==> src/hw/rtl/lzd_pkg.sv <==
`default_nettype none

package lzd_pkg;

  // compressed stream format
  localparam int HDR_BYTES  = 4;
  localparam int OFS_W      = 12;
  localparam int DIST_W     = OFS_W + 1;
  localparam int TOKLEN_W   = 5;
  localparam int MIN_MATCH  = 3;
  localparam int FLAG_COUNT = 8;

  // queue depths
  localparam int CMD_DEPTH = 4;
  localparam int OUT_DEPTH = 4;

  typedef enum logic [2:0] {
    PH_IDLE,
    PH_HEADER,
    PH_FLAG,
    PH_LITERAL,
    PH_MATCH_HI,
    PH_MATCH_LO,
    PH_DONE
  } lzd_phase_t;

  typedef enum logic [1:0] {
    CMD_CLEAR,
    CMD_LIT,
    CMD_MATCH
  } lzd_kind_t;

  typedef enum logic [1:0] {
    SRC_REG,
    SRC_RAM,
    SRC_PREV
  } lzd_src_t;

  // one work command from the parser to the copy engine
  typedef struct packed {
    lzd_kind_t             kind;
    logic [7:0]            data;
    logic [DIST_W-1:0]     match_dist;
    logic [TOKLEN_W-1:0]   count;
    logic                  done;
  } lzd_cmd_t;

  // one result byte
  typedef struct packed {
    logic [7:0] data;
    logic       last;
    logic       done;
  } lzd_res_t;

endpackage

`default_nettype wire

==> src/hw/rtl/lzd_front.sv <==
`default_nettype none

module lzd_front
  import lzd_pkg::*;
#(
  parameter int LENGTH_BITS = 24
) (
  input  wire logic       clk,
  input  wire logic       rst_n,
  input  wire logic       in_push,
  input  wire logic       in_full,
  input  wire logic [7:0] in_byte,
  input  wire logic       in_first,
  output logic            cmd_push,
  output lzd_cmd_t        cmd
);

  localparam int RW = LENGTH_BITS;

  lzd_phase_t          phase_r, phase_nxt;
  logic [1:0]          hdr_idx_r, hdr_idx_nxt;
  logic [15:0]         hdr_lo_r, hdr_lo_nxt;
  logic [RW-1:0]       remaining_r, remaining_nxt;
  logic [7:0]          flag_shift_r, flag_shift_nxt;
  logic [3:0]          flags_left_r, flags_left_nxt;
  logic [7:0]          match_high_r, match_high_nxt;

  logic                accept;
  logic [23:0]         hdr_len;
  logic [TOKLEN_W-1:0] tok_len;
  logic [DIST_W-1:0]   tok_dist;
  logic [23:0]         rem_ext;
  logic                rem_short;
  logic [TOKLEN_W-1:0] emit_n;
  logic [7:0]          tok_shift;
  logic [3:0]          tok_left;
  lzd_phase_t          tok_phase;

  assign accept    = in_push && !in_full;
  assign hdr_len   = {in_byte, hdr_lo_r};
  assign tok_len   = TOKLEN_W'(match_high_r[7:4]) + TOKLEN_W'(MIN_MATCH);
  assign tok_dist  = DIST_W'({match_high_r[3:0], in_byte}) + DIST_W'(1);
  assign rem_ext   = 24'(remaining_r);
  assign rem_short = (rem_ext <= 24'(tok_len));
  assign emit_n    = rem_short ? TOKLEN_W'(rem_ext) : tok_len;

  // advance to the next token of the current flag byte
  assign tok_shift = {flag_shift_r[6:0], 1'b0};
  assign tok_left  = flags_left_r - 4'd1;
  assign tok_phase = (tok_left == 4'd0) ? PH_FLAG :
                     (tok_shift[7] ? PH_MATCH_HI : PH_LITERAL);

  always_comb begin
    phase_nxt      = phase_r;
    hdr_idx_nxt    = hdr_idx_r;
    hdr_lo_nxt     = hdr_lo_r;
    remaining_nxt  = remaining_r;
    flag_shift_nxt = flag_shift_r;
    flags_left_nxt = flags_left_r;
    match_high_nxt = match_high_r;
    cmd_push       = 1'b0;
    cmd            = '0;
    cmd.kind       = CMD_CLEAR;
    if (accept) begin
      if (in_first) begin
        cmd_push       = 1'b1;
        cmd.kind       = CMD_CLEAR;
        phase_nxt      = PH_HEADER;
        hdr_idx_nxt    = 2'd1;
        remaining_nxt  = '0;
        flag_shift_nxt = '0;
        flags_left_nxt = '0;
        match_high_nxt = '0;
      end else begin
        case (phase_r)
          PH_HEADER: begin
            if (hdr_idx_r == 2'd1) begin
              hdr_lo_nxt[7:0] = in_byte;
            end else begin
              hdr_lo_nxt[15:8] = in_byte;
            end
            if (hdr_idx_r == 2'(HDR_BYTES - 1)) begin
              hdr_idx_nxt   = '0;
              remaining_nxt = hdr_len[RW-1:0];
              phase_nxt     = (hdr_len[RW-1:0] != '0) ? PH_FLAG : PH_DONE;
            end else begin
              hdr_idx_nxt = hdr_idx_r + 2'd1;
            end
          end
          PH_FLAG: begin
            flag_shift_nxt = in_byte;
            flags_left_nxt = 4'(FLAG_COUNT);
            phase_nxt      = in_byte[7] ? PH_MATCH_HI : PH_LITERAL;
          end
          PH_LITERAL: begin
            cmd_push      = 1'b1;
            cmd.kind      = CMD_LIT;
            cmd.data      = in_byte;
            cmd.count     = TOKLEN_W'(1);
            cmd.done      = (remaining_r == RW'(1));
            remaining_nxt = remaining_r - RW'(1);
            if (remaining_r == RW'(1)) begin
              phase_nxt = PH_DONE;
            end else begin
              flag_shift_nxt = tok_shift;
              flags_left_nxt = tok_left;
              phase_nxt      = tok_phase;
            end
          end
          PH_MATCH_HI: begin
            match_high_nxt = in_byte;
            phase_nxt      = PH_MATCH_LO;
          end
          PH_MATCH_LO: begin
            cmd_push       = 1'b1;
            cmd.kind       = CMD_MATCH;
            cmd.match_dist = tok_dist;
            cmd.count      = emit_n;
            cmd.done       = rem_short;
            remaining_nxt  = remaining_r - RW'(emit_n);
            if (rem_short) begin
              phase_nxt = PH_DONE;
            end else begin
              flag_shift_nxt = tok_shift;
              flags_left_nxt = tok_left;
              phase_nxt      = tok_phase;
            end
          end
          default: begin
            // idle or finished stream: byte dropped
          end
        endcase
      end
    end
  end

  always_ff @(posedge clk) begin
    if (!rst_n) begin
      phase_r      <= PH_IDLE;
      hdr_idx_r    <= '0;
      remaining_r  <= '0;
      flag_shift_r <= '0;
      flags_left_r <= '0;
      match_high_r <= '0;
    end else begin
      phase_r      <= phase_nxt;
      hdr_idx_r    <= hdr_idx_nxt;
      remaining_r  <= remaining_nxt;
      flag_shift_r <= flag_shift_nxt;
      flags_left_r <= flags_left_nxt;
      match_high_r <= match_high_nxt;
    end
  end

  always_ff @(posedge clk) begin
    hdr_lo_r <= hdr_lo_nxt;
  end

  a_push_has_room: assert property (@(posedge clk) disable iff (!rst_n)
    cmd_push |-> !in_full)
    else $error("command pushed into a full queue");

  a_done_drained: assert property (@(posedge clk) disable iff (!rst_n)
    (phase_r == PH_DONE) |-> (remaining_r == '0))
    else $error("stream finished with bytes still owed");

endmodule

`default_nettype wire

==> config.mk <==
export PLATFORM = sky130hd
export DESIGN_NAME = lzd_front
export DESIGN_NICKNAME = d
export VERILOG_FILES = /design/src/hw/rtl/lzd_pkg.sv /design/src/hw/rtl/lzd_front.sv
export SDC_FILE = /design/constraint.sdc
export NUM_CORES = 1
export LEC_CHECK = 0
export BUFFER_PORTS_ARGS = -buffer_cell sky130_fd_sc_hd__buf_4
export CAP_MARGIN = 5
export CELL_PAD_IN_SITES_DETAIL_PLACEMENT = 1
export CELL_PAD_IN_SITES_GLOBAL_PLACEMENT = 2
export CORE_MARGIN = 1
export CORE_UTILIZATION = 39
export DETAILED_ROUTE_END_ITERATION = 10
export PLACE_DENSITY = 0.94
export SYNTH_ARGS = -nofsm -noshare
export SYNTH_HDL_FRONTEND = slang
export SYNTH_SLANG_ARGS = --single-unit
==> constraint.sdc <==
create_clock -name clk -period 9.09 [get_ports clk]
set_input_delay 1.3635 -clock clk [delete_from_list [all_inputs] [get_ports clk]]
set_output_delay 1.3635 -clock clk [all_outputs]
set_load 0.005 [all_outputs]
==> run_results.csv <==
group,metric,value,unit
synth,syn_area,4960,sq um
synth,synthTopCellsByArea,"dfxtp_1 19%, edfxtp_1 9.7%, ha_1 5.0%, nor2_1 4.3%, a21oi_1 3.4%",
worst_setup_path,reg2reg_depth,12,
timing,hold_violations,0,
place,port_buffers,42,
timing,grt_setup_unrepaired,"no",
clocking,insertion_delay,0.35,ns
worst_setup_path,worst_setup_path_start_kind,"flop",
final_layout,n_antenna_cell,0,
timing,setup_viol,0,
timing,maxSlewHeadroom,0.378,
synth,synth_nets,655,
power,p_per_area,131,nW/um^2
global_route,grt_pass1_wl,28500,microns
floorplan,start_util,0.407,
worst_hold_path,whs_path_depth,2,
detailed_routing,drt-total-wl,18100,microns
timing,drv_slew,0,
global_route,grt_pass1_vias,5260,
global_route,grt_antenna_before_repair,0,
timing,worst_slew_pin_slew,0.933,ns
worst_setup_path,r2r_end,"rem_ext[23]",
clocking,cts-buffers-inserted,9,
synth,async_flop_share,0,
clocking,postCtsSetupRepairBufs,0,
synth,synth_edf_count,16,
timing,final.period_utilization,0.539,
worst_setup_path,worst-setup-path-type,"flop to output pin",
worst_setup_path,worstPathMaxFanout,26,
worst_setup_path,crit_required,7.73,ns
timing,tns,0,ns
clocking,clockRootBuffer,"clkbuf_16",
clocking,cts_tree,"done",
floorplan,pin_count,43,
detailed_routing,drc,0,
detailed_routing,drtIter0Drc,361,
final_layout,stdcell_count,808,
floorplan,dieHeight,115,microns
power,vdd_drop_max,80.7,uV
global_route,track_usage,0.288,
timing,fin_skew,0.00637,ns
detailed_routing,vias_per_cell,6.38,
worst_hold_path,whs_endpoint,"flag_shift_r[2]",
place,dp_slack,4.39,ns
timing,min_period,4.90,ns
worst_setup_path,r2r-start,"rem_ext[9]",
detailed_routing,vias,5152,
job,drv_cap,0,
timing,fmax,204,MHz
worst_hold_path,hp-class,"flop to flop",
synth,yosysWarnings,0,
clocking,clock_path_buffers,2,
status,outcome,"complete, no violations",
global_route,grt_max_degree,45,
synth,ys_seq_area_frac,0.290,
global_route,overflow,0,
worst_setup_path,cp.arrival,3.54,ns
worst_hold_path,hp-start,"flag_shift_r[2]",
floorplan,die-area,13200,sq um
power,power.leakage,2.19,nW
synth,yosysTopAreaCell,"dfxtp_1",
final_layout,layout.nets,669,
place,gp_congestion,0.929,
detailed_routing,wire_per_inst,22.4,microns
floorplan,rows,40,
detailed_routing,final_antenna_net_count,0,
final_layout,fillers,1496,
synth,yosys_most_used_dff,"dfxtp_1",
clocking,path_clk_slew,0.06,ns
place,dpl.hpwl,12800,microns
synth,synth.distinct_cells,75,
timing,worst_slack,4.19,ns
floorplan,fp.dieW,115,microns
worst_setup_path,critPathCaptureType,"output pin",
floorplan,core_region_area,12200,sq um
clocking,htreeDepth,3,
final_layout,multi_input_area,3250,sq um
final_layout,syn_to_final_growth,14.2,%
clocking,post_cts_resized,0,
synth,netlist_instances,621,
detailed_routing,drt_pass1_iterations,7,
synth,syn_area_per_cell,7.99,sq um
final_layout,drive_above_1_share,0.152,
worst_setup_path,rrSetupSlack,4.27,ns
place,dpl.cell_count,792,
synth,synth-seq-cells,64,
synth,synth_top_area_frac,0.194,
final_layout,seq_area,1440,sq um
clocking,hold_buffers,0,
clocking,clock-sinks,64,
==> cells in the mapped netlist (all sizes together) (3+ instances only) <==
library cell	number
nand2	40
and2	10
inv	22
nand4	11
a22o	3
o22ai	4
a21boi	8
clkbuf	40
buf	5
dfxtp	48
a21o	11
xor2	9
a21oi	35
xnor2	10
nor3b	3
nor4b	3
nor4	17
a31oi	8
nand3	13
or4	12
a221oi	4
o21ai	42
mux2i	5
nor2	58
a211oi	3
nor3	26
edfxtp	16
ha	20
or4b	3
o21a	6
nor2b	21
o2bb2ai	3
o31ai	6
nand2b	10
o41ai	4
mux2	3
or3	5
o211ai	5
and3	12
a32oi	5
a22oi	19
==> flip-flops by register name, indices dropped and copies added (netlist names) <==
| name | count |
|---|---|
| rem_ext | 24 |
| hdr_lo_r | 16 |
| match_high_r | 8 |
| flag_shift_r | 7 |
| flags_left_r | 4 |
| phase_r | 3 |
| hdr_idx_r | 2 |
==> per-layer routing <==
metal	share of wire	global-route usage
met4	0.028	0.113
met2	0.48	0.484
met1	0.43	0.361
met5	0	0
met3	0.067	0.0601
==> worst max-delay path, stage by stage (launching register included) <==
cell	delay (ns)
dfxtp_1	0.87
and3_1	0.90
nand2_1	0.74
nor4_1	0.49
buf_4	0.18
==> worst max path at each step <==
stage                     startpoint          end
after floorplan           rem_ext[9]  rem_ext[18]
after global placement    rem_ext[9]  rem_ext[23]
after detailed placement  rem_ext[9]  rem_ext[23]
after CTS                 phase_r[0]      cmd[18]
after global routing      rem_ext[9]  rem_ext[23]
final                     phase_r[0]      cmd[18]
==> metrics by stage <==
step | power, W | cell area [sq um] | util | hold slack, ns
6_report | 0.000745 | 5670 | 0.464 | 0.456
5_1_grt | 0.000764 | 5670 | 0.464 | 0.476
3_5_place_dp | 0.000358 | 5350 | 0.438 | 0.452
4_1_cts | 0.000748 | 5670 | 0.464 | 0.460
2_1_floorplan | 0.000335 | 4960 | - | 0.439
3_3_place_gp | 0.000357 | 5350 | 0.438 | 0.446
==> final cells by class <==
cell class                 instances  share of cell area
clock buffer                      11              0.0428
clock inverter                     5              0.0141
inverter                          23              0.0152
multi-input combinational        489               0.573
sequential                        64               0.254
tap                              168              0.0371
timing repair buffer              48              0.0635
==> cells in the final DEF, fill, tap and decap left out, drive strengths merged, types with 8 or more instances in the layout <==
cell	instances
nor3	26
a21oi	35
nor2	58
ha	20
nor2b	21
dfxtp	48
and3	12
xor2	9
edfxtp	16
nand2b	10
clkbuf	11
a21o	11
nor4	17
nand4	11
and2	10
o21ai	42
or4	12
nand2	40
inv	23
xnor2	10
nand3	13
a21boi	8
a31oi	8
a22oi	19
buf	48
==> where the power goes <==
group / switching (W) / internal [W]
clock network: 0.000144 / 0.000248
logic: 0.0000379 / 0.0000198
registers: 0.00000249 / 0.000293
==> cell families after synthesis <==
kind of cell | count (synthesis) | share of synthesized area
adder cells (fa/ha/maj) | 21 | 0.0544
buffers and inverters | 68 | 0.0577
AND/OR/NAND/NOR | 254 | 0.277
XOR/XNOR | 19 | 0.0335
multiplexers | 8 | 0.0169
flip-flops | 64 | 0.290
AO/OA/AOI/OAI | 187 | 0.270
No activity file was read; power rests on OpenSTA's default activity.
