File: src/hw/rtl/lzd_fifo.sv
`default_nettype none

module lzd_fifo #(
  parameter int WIDTH = 8,
  parameter int DEPTH = 4
) (
  input  wire logic                         clk,
  input  wire logic                         rst_n,
  input  wire logic                         push,
  input  wire logic [WIDTH-1:0]             din,
  output logic                              full,
  input  wire logic                         pop,
  output logic [WIDTH-1:0]                  dout,
  output logic                              empty,
  output logic [$clog2(DEPTH+1)-1:0]        count
);

  localparam int PW = (DEPTH > 1) ? $clog2(DEPTH) : 1;
  localparam int CW = $clog2(DEPTH + 1);

  logic [WIDTH-1:0] mem_r [DEPTH];
  logic [PW-1:0]    wr_ptr_r, wr_ptr_nxt;
  logic [PW-1:0]    rd_ptr_r, rd_ptr_nxt;
  logic [CW-1:0]    cnt_r, cnt_nxt;
  logic             do_push, do_pop;

  assign full    = (cnt_r == CW'(DEPTH));
  assign empty   = (cnt_r == '0);
  assign count   = cnt_r;
  assign dout    = mem_r[rd_ptr_r];
  assign do_push = push && !full;
  assign do_pop  = pop && !empty;

  always_comb begin
    wr_ptr_nxt = wr_ptr_r;
    rd_ptr_nxt = rd_ptr_r;
    cnt_nxt    = cnt_r;
    if (do_push) begin
      wr_ptr_nxt = (wr_ptr_r == PW'(DEPTH - 1)) ? '0 : wr_ptr_r + PW'(1);
    end
    if (do_pop) begin
      rd_ptr_nxt = (rd_ptr_r == PW'(DEPTH - 1)) ? '0 : rd_ptr_r + PW'(1);
    end
    if (do_push && !do_pop) begin
      cnt_nxt = cnt_r + CW'(1);
    end else if (do_pop && !do_push) begin
      cnt_nxt = cnt_r - CW'(1);
    end
  end

  always_ff @(posedge clk) begin
    if (!rst_n) begin
      wr_ptr_r <= '0;
      rd_ptr_r <= '0;
      cnt_r    <= '0;
    end else begin
      wr_ptr_r <= wr_ptr_nxt;
      rd_ptr_r <= rd_ptr_nxt;
      cnt_r    <= cnt_nxt;
    end
  end

  always_ff @(posedge clk) begin
    if (do_push) begin
      mem_r[wr_ptr_r] <= din;
    end
  end

endmodule

`default_nettype wire

File: config.mk
export PLATFORM = sky130hd
export DESIGN_NAME = lzd_fifo
export DESIGN_NICKNAME = d
export VERILOG_FILES = /design/src/hw/rtl/lzd_fifo.sv
export SDC_FILE = /design/constraint.sdc
export NUM_CORES = 1
export LEC_CHECK = 0
export ABC_AREA = 1
export BUFFER_PORTS_ARGS = -buffer_cell sky130_fd_sc_hd__clkbuf_2
export CORE_ASPECT_RATIO = 1.75
export CORE_MARGIN = 10
export CORE_UTILIZATION = 40
export CTS_CLUSTER_SIZE = 14
export DETAILED_ROUTE_END_ITERATION = 8
export REMOVE_ABC_BUFFERS = 1
export SYNTH_ARGS = -nofsm -noshare
export SYNTH_HDL_FRONTEND = slang
export SYNTH_SLANG_ARGS = --single-unit
export TNS_END_PERCENT = 30
File: constraint.sdc
create_clock -name clk -period 2 [get_ports clk]
set_input_delay 0.2 -clock clk [delete_from_list [all_inputs] [get_ports clk]]
set_output_delay 0.2 -clock clk [all_outputs]
set_load 0.02 [all_outputs]
==> run_results.csv, run 1 <==
group,metric,value,unit
synth,synth_common_cells,"nor2_1 (33), edfxtp_1 (32), inv_1 (18), nand2_1 (14), o21ai_0 (14)",
grt,overflow,0,
critical_path,start_kind,"register",
sta,slew_headroom,75.2,%
synth,seq_area_frac_synth,67.4,%
grt,grt_usage,9.26,%
critical_path,crit_arrival,2020,ps
grt,antenna_found_initial,0,
cells_and_area,multi_input_area,463,um2
routing,ant_nets,0,
clock_tree,numCtsBuffers,5,
run_status,outcome,"complete, no violations",
clock_tree,htreeDepth,2,
power_and_ir_drop,p_comb_share,37.0,%
floorplanning,fp.dieArea,7340,um2
critical_path,crit_path_cell_trace,"nor2_1 -> nand2_2 -> nand2_2 -> inv_1 -> ha_1 -> inv_1 -> fa_1 -> o21ai_0 -> nor2_1",
synth,synthFlopType,"edfxtp_1",
routing,drc_errors,0,
critical_path,cp_max_fo,7,
cells_and_area,insertedDiodeCount,0,
sta,setup_tns,0,ps
floorplanning,dieHeight,106,um
power_and_ir_drop,p_leak,0.000822,uW
critical_path,end_kind,"register",
synth,synthTopCellsByArea,"edfxtp_1 (57%), dfxtp_1 (11%), nor2_1 (7.3%)",
sta,drv_slew,0,
power_and_ir_drop,seqPwrFrac,44.4,%
sta,tightest_slew,371,ps
synth,yosysTopAreaCell,"edfxtp_1",
critical_path,critical_path_required,2180,ps
power_and_ir_drop,cellPowerDensity,1340,nW/um2
power_and_ir_drop,pwr-share-clk,18.7,%
synth,synth-edff-count,32,
sta,skew,7.07,ps
cells_and_area,finish.utilization,48.2,%
power_and_ir_drop,intPower,1640,uW
synth,ys_types,18,
routing,vias,1122,
grt,grt_pass1_vias,1193,
critical_path,cpPeakStageDelay,420,ps
power_and_ir_drop,switching_share,38.2,%
grt,grt_start_max_net_pins,17,
cells_and_area,nets,201,
cells_and_area,area_growth,17.0,%
routing,dr.pass1.iters,4,
placed_design,hpwl,2410,um
power_and_ir_drop,total_power,2650,uW
synth,synth_cells,148,
critical_path,crit_family,"adder cells",
clock_tree,cts_tree,"built",
sta,max_freq,542,MHz
clock_tree,holdBufCountCts,0,
routing,post_drt_wl_per_cell,14.0,um
clock_tree,cts_setup_buffers,0,
placed_design,gp_congestion,0.808,
flow_run,cap_violations,0,
synth,ys_ff_latch,41,
sta,hold_viol,0,
sta,rsz0062_at_grt,"false",
floorplanning,die-width,69.2,um
critical_path,path_class,"reg2reg",
sta,fin_crit_sh,92.3,%
placed_design,port_buffers,24,
synth,synth_area_per_cell,11.4,um2
synth,synth_area,1690,um2
power_and_ir_drop,vdd_ir_drop_max,0.000827,V
routing,viasPerCell,4.84,
synth,async_flop_share,0,%
floorplanning,initial_core_util,41.2,%
synth,synth.most_common_cell,"nor2_1",
floorplanning,std_cell_rows,31,
power_and_ir_drop,switchingPower,1010,uW
cells_and_area,drive_gt1_share,25.1,%
critical_path,crit_buf_inv,2,
floorplanning,io_pins,25,
grt,grt_pass1_wl,5490,um
sta,setup_viol,0,
floorplanning,core,4110,um2
clock_tree,cts.path.max_buffers,2,
cells_and_area,seq_area,1140,um2
synth,ys_warn_count,0,
worst_hold_path,hold_class,"in2reg",
critical_path,cp_slowest_cell,"fa_1",
sta,post-route-min-period,1850,ps
clock_tree,cts.sinks,41,
clock_tree,clockRootBuffer,"clkbuf_8",
synth,synth_top_area_share,56.8,%
clock_tree,clock_latency,280,ps
routing,drt_wl_total,3250,um
clock_tree,path_clk_slew,70,ps
cells_and_area,nFillCells,409,
routing,drt_iter0_markers,21,
-- layer usage --
| layer | GRT usage (%) | share of wire (%) |
|---|---|---|
| met5 | 0 | 0 |
| met4 | 5.20 | 2.3 |
| met3 | 2.79 | 3.8 |
| met2 | 16.9 | 54 |
| met1 | 8.99 | 40 |
-- final timing paths --
kind	from	end	slack [ps]	depth (start not counted)
max	count[1]	count[1]	150	9
min reg2reg	count[0]	count[0]	510	2
min	din[2]	mem_r[0][2]	130	1
max reg2reg	count[1]	count[1]	150	9
-- layout make-up --
type,instances,area share (%)
Clock buffer,6,3.66
Clock inverter,2,0.505
Inverter,19,3.60
Multi-Input combinational cell,86,23.4
Sequential cell,41,57.8
Tap cell,49,3.10
Timing Repair Buffer,29,7.96
-- what timing repair did --
action | in CTS | in global routing
endpoints found under the hold margin | 0 | 0
resized for setup | 0 | 5
endpoints found under the setup margin | 0 | 3
-- placed cells by master (no fill, tap or decap) --
cell	netlist	routed
nand3_1	1	1
edfxtp_1	32	32
nand3b_1	1	1
fa_1	1	1
ha_1	6	6
o22ai_1	8	8
o21ai_0	14	14
inv_2	1	1
clkbuf_2	0	24
nand4_1	1	1
clkbuf_1	0	1
nor2_1	33	33
o21ai_1	1	1
o21ai_2	3	3
clkbuf_8	0	5
buf_4	0	5
dfxtp_1	9	6
dfxtp_2	0	3
a21oi_1	2	2
clkinv_2	0	2
inv_1	18	18
nand2_1	14	12
nand2_2	1	3
-- per-stage QoR --
step	hold slack [ps]	cell area (um2)	setup WS, ps	cells
after detailed placement	419	1890	114	224
after floorplan	299	1670	182	146
after CTS	121	1970	83.2	232
after global placement	415	1890	204	224
final	131	1980	154	232
after global routing	130	1980	21.0	232
-- cell families (layout without fill, tap and decap cells) --
| logic type | Yosys count | in the layout | share of synthesized area (%) |
|---|---|---|---|
| buffers and inverters | 21 | 56 | 5.54 |
| adder cells (fa/ha/maj) | 7 | 7 | 5.62 |
| AO/OA/AOI/OAI | 28 | 28 | 9.53 |
| flip-flops | 41 | 41 | 67.4 |
| AND/OR/NAND/NOR | 51 | 51 | 11.9 |
-- state kept, by name, indices dropped and copies added (netlist names), named ones only --
register and count:
count 3, mem_r 32, rd_ptr_r 2, wr_ptr_r 2
-- worst reg2reg max path, stage by stage, from the launching register on --
cell,delay (ps)
dfxtp_2,350
nor2_1,160
nand2_2,100
nand2_2,120
inv_1,60
ha_1,200
inv_1,90
fa_1,420
o21ai_0,160
nor2_1,70
-- power by group through the flow --
| stage | Combinational [uW] | Clock, uW | Sequential (uW) |
|---|---|---|---|
| finish | 981 | 495 | 1180 |
| global route | 1120 | 557 | 1200 |
| CTS | 991 | 512 | 1170 |
| detailed placement | 987 | 0 | 1190 |
| global placement | 939 | 0 | 1180 |
| floorplan | 613 | 0 | 1200 |
Note: power is estimated with default switching activity, not from simulation.
==> inputs of run 2 (changes only) <==
--- a/config.mk
+++ b/config.mk
@@ -12,7 +12,6 @@
 export CORE_UTILIZATION = 40
 export CTS_CLUSTER_SIZE = 14
 export DETAILED_ROUTE_END_ITERATION = 8
-export REMOVE_ABC_BUFFERS = 1
 export SYNTH_ARGS = -nofsm -noshare
 export SYNTH_HDL_FRONTEND = slang
 export SYNTH_SLANG_ARGS = --single-unit
==> run 2 against run 1 <==
Net effect: first-iteration DRC count grew 140%; design area grew 1.5%; worst setup slack lost 38 ps; flip-flop and latch count is the same; die area is the same; via count grew 1.1%; largest power group unchanged; register-to-register slack lost 40 ps; global-route usage grew 0.087 points; total power grew 5.0%; cell count is the same; critical path type unchanged; combinational power is essentially flat.
==> run_results.csv, run 2 (same netlist as run 1, synthesis figures left out) <==
group,metric,value,unit
placed_design,hpwl,2490,um
sta,fin_crit_sh,94.2,%
clock_tree,cts.sinks,41,
grt,overflow,0,
sta,skew,2.76,ps
placed_design,dpl.cell_count,224,
clock_tree,clock_latency,290,ps
sta,fin_ws,116,ps
power_and_ir_drop,vdd_ir_drop_max,0.00114,V
clock_tree,cts_tree,"built",
power_and_ir_drop,cellPowerDensity,1390,nW/um2
sta,setup_viol,0,
floorplanning,die-width,69.2,um
placed_design,place_ws,106,ps
cells_and_area,largest_register_ffs,32,
sta,tightest_slew,367,ps
critical_path,critical_path_required,2180,ps
critical_path,end_kind,"register",
sta,slew_headroom,75.5,%
synth,synth_nets,167,
critical_path,start_kind,"register",
routing,drt_wl_total,3340,um
cells_and_area,finish.utilization,48.9,%
cells_and_area,area_growth,18.7,%
worst_hold_path,hold_class,"in2reg",
clock_tree,holdBufCountCts,0,
worst_hold_path,min_path_cells,1,
floorplanning,core,4110,um2
cells_and_area,max_flop_register,"mem_r",
flow_run,cap_violations,0,
floorplanning,dieHeight,106,um
clock_tree,htreeDepth,2,
grt,grt_pass1_vias,1191,
routing,ant_nets,0,
placed_design,port_buffers,24,
routing,dr.pass1.iters,3,
clock_tree,cts.repair.resized,0,
grt,grt_start_max_net_pins,17,
clock_tree,path_clk_slew,80,ps
clock_tree,cts.path.max_buffers,2,
routing,drt_iter0_markers,51,
cells_and_area,drive_gt1_share,24.6,%
critical_path,path_class,"reg2reg",
clock_tree,numCtsBuffers,5,
floorplanning,fp.dieArea,7340,um2
floorplanning,std_cell_rows,31,
routing,viasPerCell,4.89,
placed_design,gp_congestion,0.826,
grt,antenna_found_initial,0,
floorplanning,initial_core_util,41.2,%
sta,max_freq,531,MHz
cells_and_area,mostFrequentLayoutCell,"nor2_1",
sta,post-route-min-period,1880,ps
sta,hold_viol,0,
cells_and_area,nets,201,
sta,rsz0062_at_grt,"false",
clock_tree,cts_setup_buffers,0,
grt,grt_usage,9.35,%
grt,grt_pass1_wl,5500,um
cells_and_area,stdcell_count,232,
routing,post_drt_wl_per_cell,14.4,um
clock_tree,clockRootBuffer,"clkbuf_8",
sta,setup_tns,0,ps
routing,vias,1134,
critical_path,rr_worst_depth,9,
cells_and_area,final_cell_mix,"nor2_1 (33), edfxtp_1 (32), clkbuf_2 (24), inv_1 (18), o21ai_0 (14)",
critical_path,cp_max_fo,7,
cells_and_area,insertedDiodeCount,0,
run_status,outcome,"complete, no violations",
floorplanning,io_pins,25,
routing,drc_errors,0,
critical_path,crit_arrival,2060,ps
sta,drv_slew,0,
power_and_ir_drop,p_leak,0.000832,uW
[run 2: per-stage QoR]
| step | hold WS [ps] | area, um2 | power, uW |
|---|---|---|---|
| 6_report | 122 | 2010 | 2780 |
| 5_1_grt | 115 | 2010 | 2980 |
| 4_1_cts | 115 | 2000 | 2820 |
| 3_5_place_dp | 420 | 1890 | 2190 |
| 3_3_place_gp | 415 | 1890 | 2120 |
| 2_1_floorplan | 299 | 1690 | 1840 |
[run 2: path summary, 6_finish.rpt]
check,start,to,slack [ps]
hold / removal,din[0],mem_r[0][0],120
hold reg to reg,count[0],count[0],530
setup reg to reg,count[1],count[1],120
setup / recovery,count[1],count[1],120
[run 2: final cells by class]
| class | instances | area (um2) |
|---|---|---|
| repair buffers | 29 | 158 |
| flip-flops and latches | 41 | 1140 |
| well taps | 49 | 61.3 |
| fillers | 392 | 2100 |
| clock buffers | 7 | 108 |
| inverters | 19 | 71.3 |
| clock inverters | 1 | 7.51 |
| multi-input cells | 86 | 460 |
[run 2: critical path, stage by stage (launching register included)]
cell and delay, ps:
dfxtp_2 350, nor2_1 150, nand2_1 130, nand2_2 140, inv_1 60, ha_1 210
inv_1 100, fa_1 410, o21ai_0 170, nor2_1 70
[run 2: metal layers]
layer / GRT usage (%) / vias to the layer above / part of all wire (%)
met1: 8.18 / 536 / 38
met5: 0 / - / 0
li1: - / 569 / -
met4: 4.77 / 0 / 1.6
met2: 17.7 / 25 / 55
met3: 3.72 / 4 / 5.2
[run 2: power breakdown]
group / leakage [uW] / switching [uW] / internal (uW)
sequential: 0.000368 / 108 / 1060
combinational: 0.000408 / 652 / 329
clock: 0.0000556 / 277 / 355
total: 0.000832 / 1040 / 1750
==> inputs of run 3 (changes only) <==
--- a/config.mk
+++ b/config.mk
@@ -7,11 +7,14 @@
 export LEC_CHECK = 0
 export ABC_AREA = 1
 export BUFFER_PORTS_ARGS = -buffer_cell sky130_fd_sc_hd__clkbuf_2
+export CELL_PAD_IN_SITES_DETAIL_PLACEMENT = 0
+export CELL_PAD_IN_SITES_GLOBAL_PLACEMENT = 1
 export CORE_ASPECT_RATIO = 1.75
 export CORE_MARGIN = 10
 export CORE_UTILIZATION = 40
 export CTS_CLUSTER_SIZE = 14
 export DETAILED_ROUTE_END_ITERATION = 8
+export PLACE_DENSITY_LB_ADDON = 0.1
 export SYNTH_ARGS = -nofsm -noshare
 export SYNTH_HDL_FRONTEND = slang
 export SYNTH_SLANG_ARGS = --single-unit
==> run 3 against run 2 <==
Net effect: critical path depth is 3 higher; wire length is 4.6% lower; highest routed layer unchanged; via count decreased by 2.2%; fmax up 2.3%; critical endpoint is now count[2]; cell count increased by 0.43%; non-clock buffer count is 1 higher; worst hold slack better by 10 ps; combinational power down 0.4%.
==> run_results.csv, run 3 (same netlist as run 1, synthesis figures left out) <==
group,metric,value,unit
worst_hold_path,min_to,"mem_r[2][2]",
routing,drt_iter0_markers,17,
routing,drc_errors,0,
clock_tree,cts_tree,"built",
sta,slew_headroom,75.4,%
grt,grt_pass1_vias,1201,
floorplanning,std_cell_rows,31,
placed_design,gp_congestion,0.642,
floorplanning,io_pins,25,
cells_and_area,insertedDiodeCount,0,
floorplanning,dieHeight,106,um
critical_path,path_class,"reg2reg",
clock_tree,numCtsBuffers,5,
clock_tree,path_clk_slew,70,ps
grt,grt_start_max_net_pins,17,
critical_path,cp_max_fo,5,
clock_tree,htreeDepth,2,
grt,grt_usage,9.30,%
cells_and_area,max_flop_register,"mem_r",
synth,synth_nets,167,
placed_design,hpwl,2360,um
sta,rsz0062_at_grt,"false",
cells_and_area,nets,202,
critical_path,start_kind,"register",
clock_tree,holdBufCountCts,0,
floorplanning,initial_core_util,41.2,%
sta,drv_slew,0,
clock_tree,cts.repair.resized,0,
cells_and_area,mostFrequentLayoutCell,"nor2_1",
flow_run,cap_violations,0,
routing,post_drt_wl_per_cell,13.7,um
cells_and_area,drive_gt1_share,22.3,%
sta,setup_viol,0,
routing,drt_wl_total,3190,um
power_and_ir_drop,vdd_ir_drop_max,0.000977,V
critical_path,crit_arrival,2030,ps
cells_and_area,largest_register_ffs,32,
cells_and_area,design_area,2000,um2
power_and_ir_drop,p_leak,0.000833,uW
clock_tree,cts_setup_buffers,0,
critical_path,r2r-end,"count[2]",
cells_and_area,nFillCells,397,
floorplanning,die-width,69.2,um
critical_path,cp_slowest_cell,"fa_1",
cells_and_area,final_cell_mix,"nor2_1 (33), edfxtp_1 (32), clkbuf_2 (24), inv_1 (18)",
sta,max_freq,543,MHz
sta,post-route-min-period,1840,ps
placed_design,dpl.cell_count,224,
cells_and_area,stdcell_count,233,
critical_path,regToRegStartpoint,"count[1]",
critical_path,cpPeakStageDelay,380,ps
grt,antenna_found_initial,0,
floorplanning,core,4110,um2
critical_path,end_kind,"register",
sta,fin_crit_sh,92.1,%
placed_design,placed_area,1890,um2
sta,skew,6.79,ps
clock_tree,cts.path.max_buffers,2,
clock_tree,clockRootBuffer,"clkbuf_8",
placed_design,port_buffers,24,
critical_path,cp-startpoint,"count[1]",
sta,setup_tns,0,ps
grt,overflow,0,
placed_design,place_ws,146,ps
clock_tree,clock_latency,280,ps
run_status,outcome,"complete, no violations",
routing,viasPerCell,4.76,
critical_path,critical_path_required,2190,ps
sta,fin_ws,158,ps
clock_tree,cts.sinks,41,
worst_hold_path,min_path_cells,1,
routing,dr.pass1.iters,4,
routing,vias,1109,
cells_and_area,area_growth,18.3,%
critical_path,crit_path_cell_trace,"nor2_1 -> nand2_1 -> nand2_1 -> ha_1 -> inv_1 -> fa_1 -> inv_1 -> nand2_1 -> nand3_1 -> nand2_1 -> inv_1 -> nor2_1",
worst_hold_path,hold_class,"in2reg",
sta,tightest_slew,368,ps
critical_path,reg2reg_slack,160,ps
routing,ant_nets,0,
critical_path,path_common_cell,"nand2_1",
floorplanning,fp.dieArea,7340,um2
sta,hold_viol,0,
critical_path,rr_worst_depth,12,
worst_hold_path,hold_path.startpoint,"din[2]",
grt,grt_pass1_wl,5610,um
power_and_ir_drop,cellPowerDensity,1380,nW/um2
[run 3: final cells by class]
class | instances | area, um2 | area share [%]
Clock buffer | 6 | 72.6 | 3.62
Clock inverter | 2 | 33.8 | 1.69
Inverter | 19 | 71.3 | 3.56
Timing Repair Buffer | 30 | 165 | 8.24
Multi-Input combinational cell | 86 | 458 | 22.9
Sequential cell | 41 | 1140 | 57.0
Tap cell | 49 | 61.3 | 3.06
[run 3: worst max path at each step]
stage | endpoint | cells after the start | slack [ps]
2_1_floorplan | count[2] | 13 | 180
3_3_place_gp | count[1] | 9 | 180
3_5_place_dp | count[1] | 9 | 150
4_1_cts | count[1] | 9 | 130
5_1_grt | count[2] | 11 | 10
6_report | count[2] | 12 | 160
[run 3: per-stage QoR]
| stage | total power, uW | util (%) | hold WS [ps] |
|---|---|---|---|
| floorplan | 1840 | - | 299 |
| global placement | 2130 | 46.0 | 413 |
| detailed placement | 2170 | 46.0 | 422 |
| CTS | 2790 | 48.5 | 127 |
| global route | 2980 | 48.7 | 121 |
| finish | 2760 | 48.7 | 132 |
[run 3: routing by layer]
layer  global-route usage (%)  up-vias  share of wire (%)
met5                        0        -                  0
met2                     16.1       26                 52
met1                     10.0      508                 41
met3                     3.17        5                5.0
met4                     3.90        0                1.7
li1                         -      570                  -
[run 3: worst max-delay path, delay by kind of cell (launching register included)]
kind                     cells  cell delay (ps)
AND/OR/NAND/NOR              7              640
flip-flops                   1              360
adder cells (fa/ha/maj)      2              580
buffers and inverters        3              180
[run 3: where the power goes]
group / switching (uW) / total (uW) / leakage (uW) / internal, uW
sequential: 99.2 / 1160 / 0.000368 / 1060
combinational: 643 / 977 / 0.000412 / 334
clock: 257 / 626 / 0.0000528 / 368
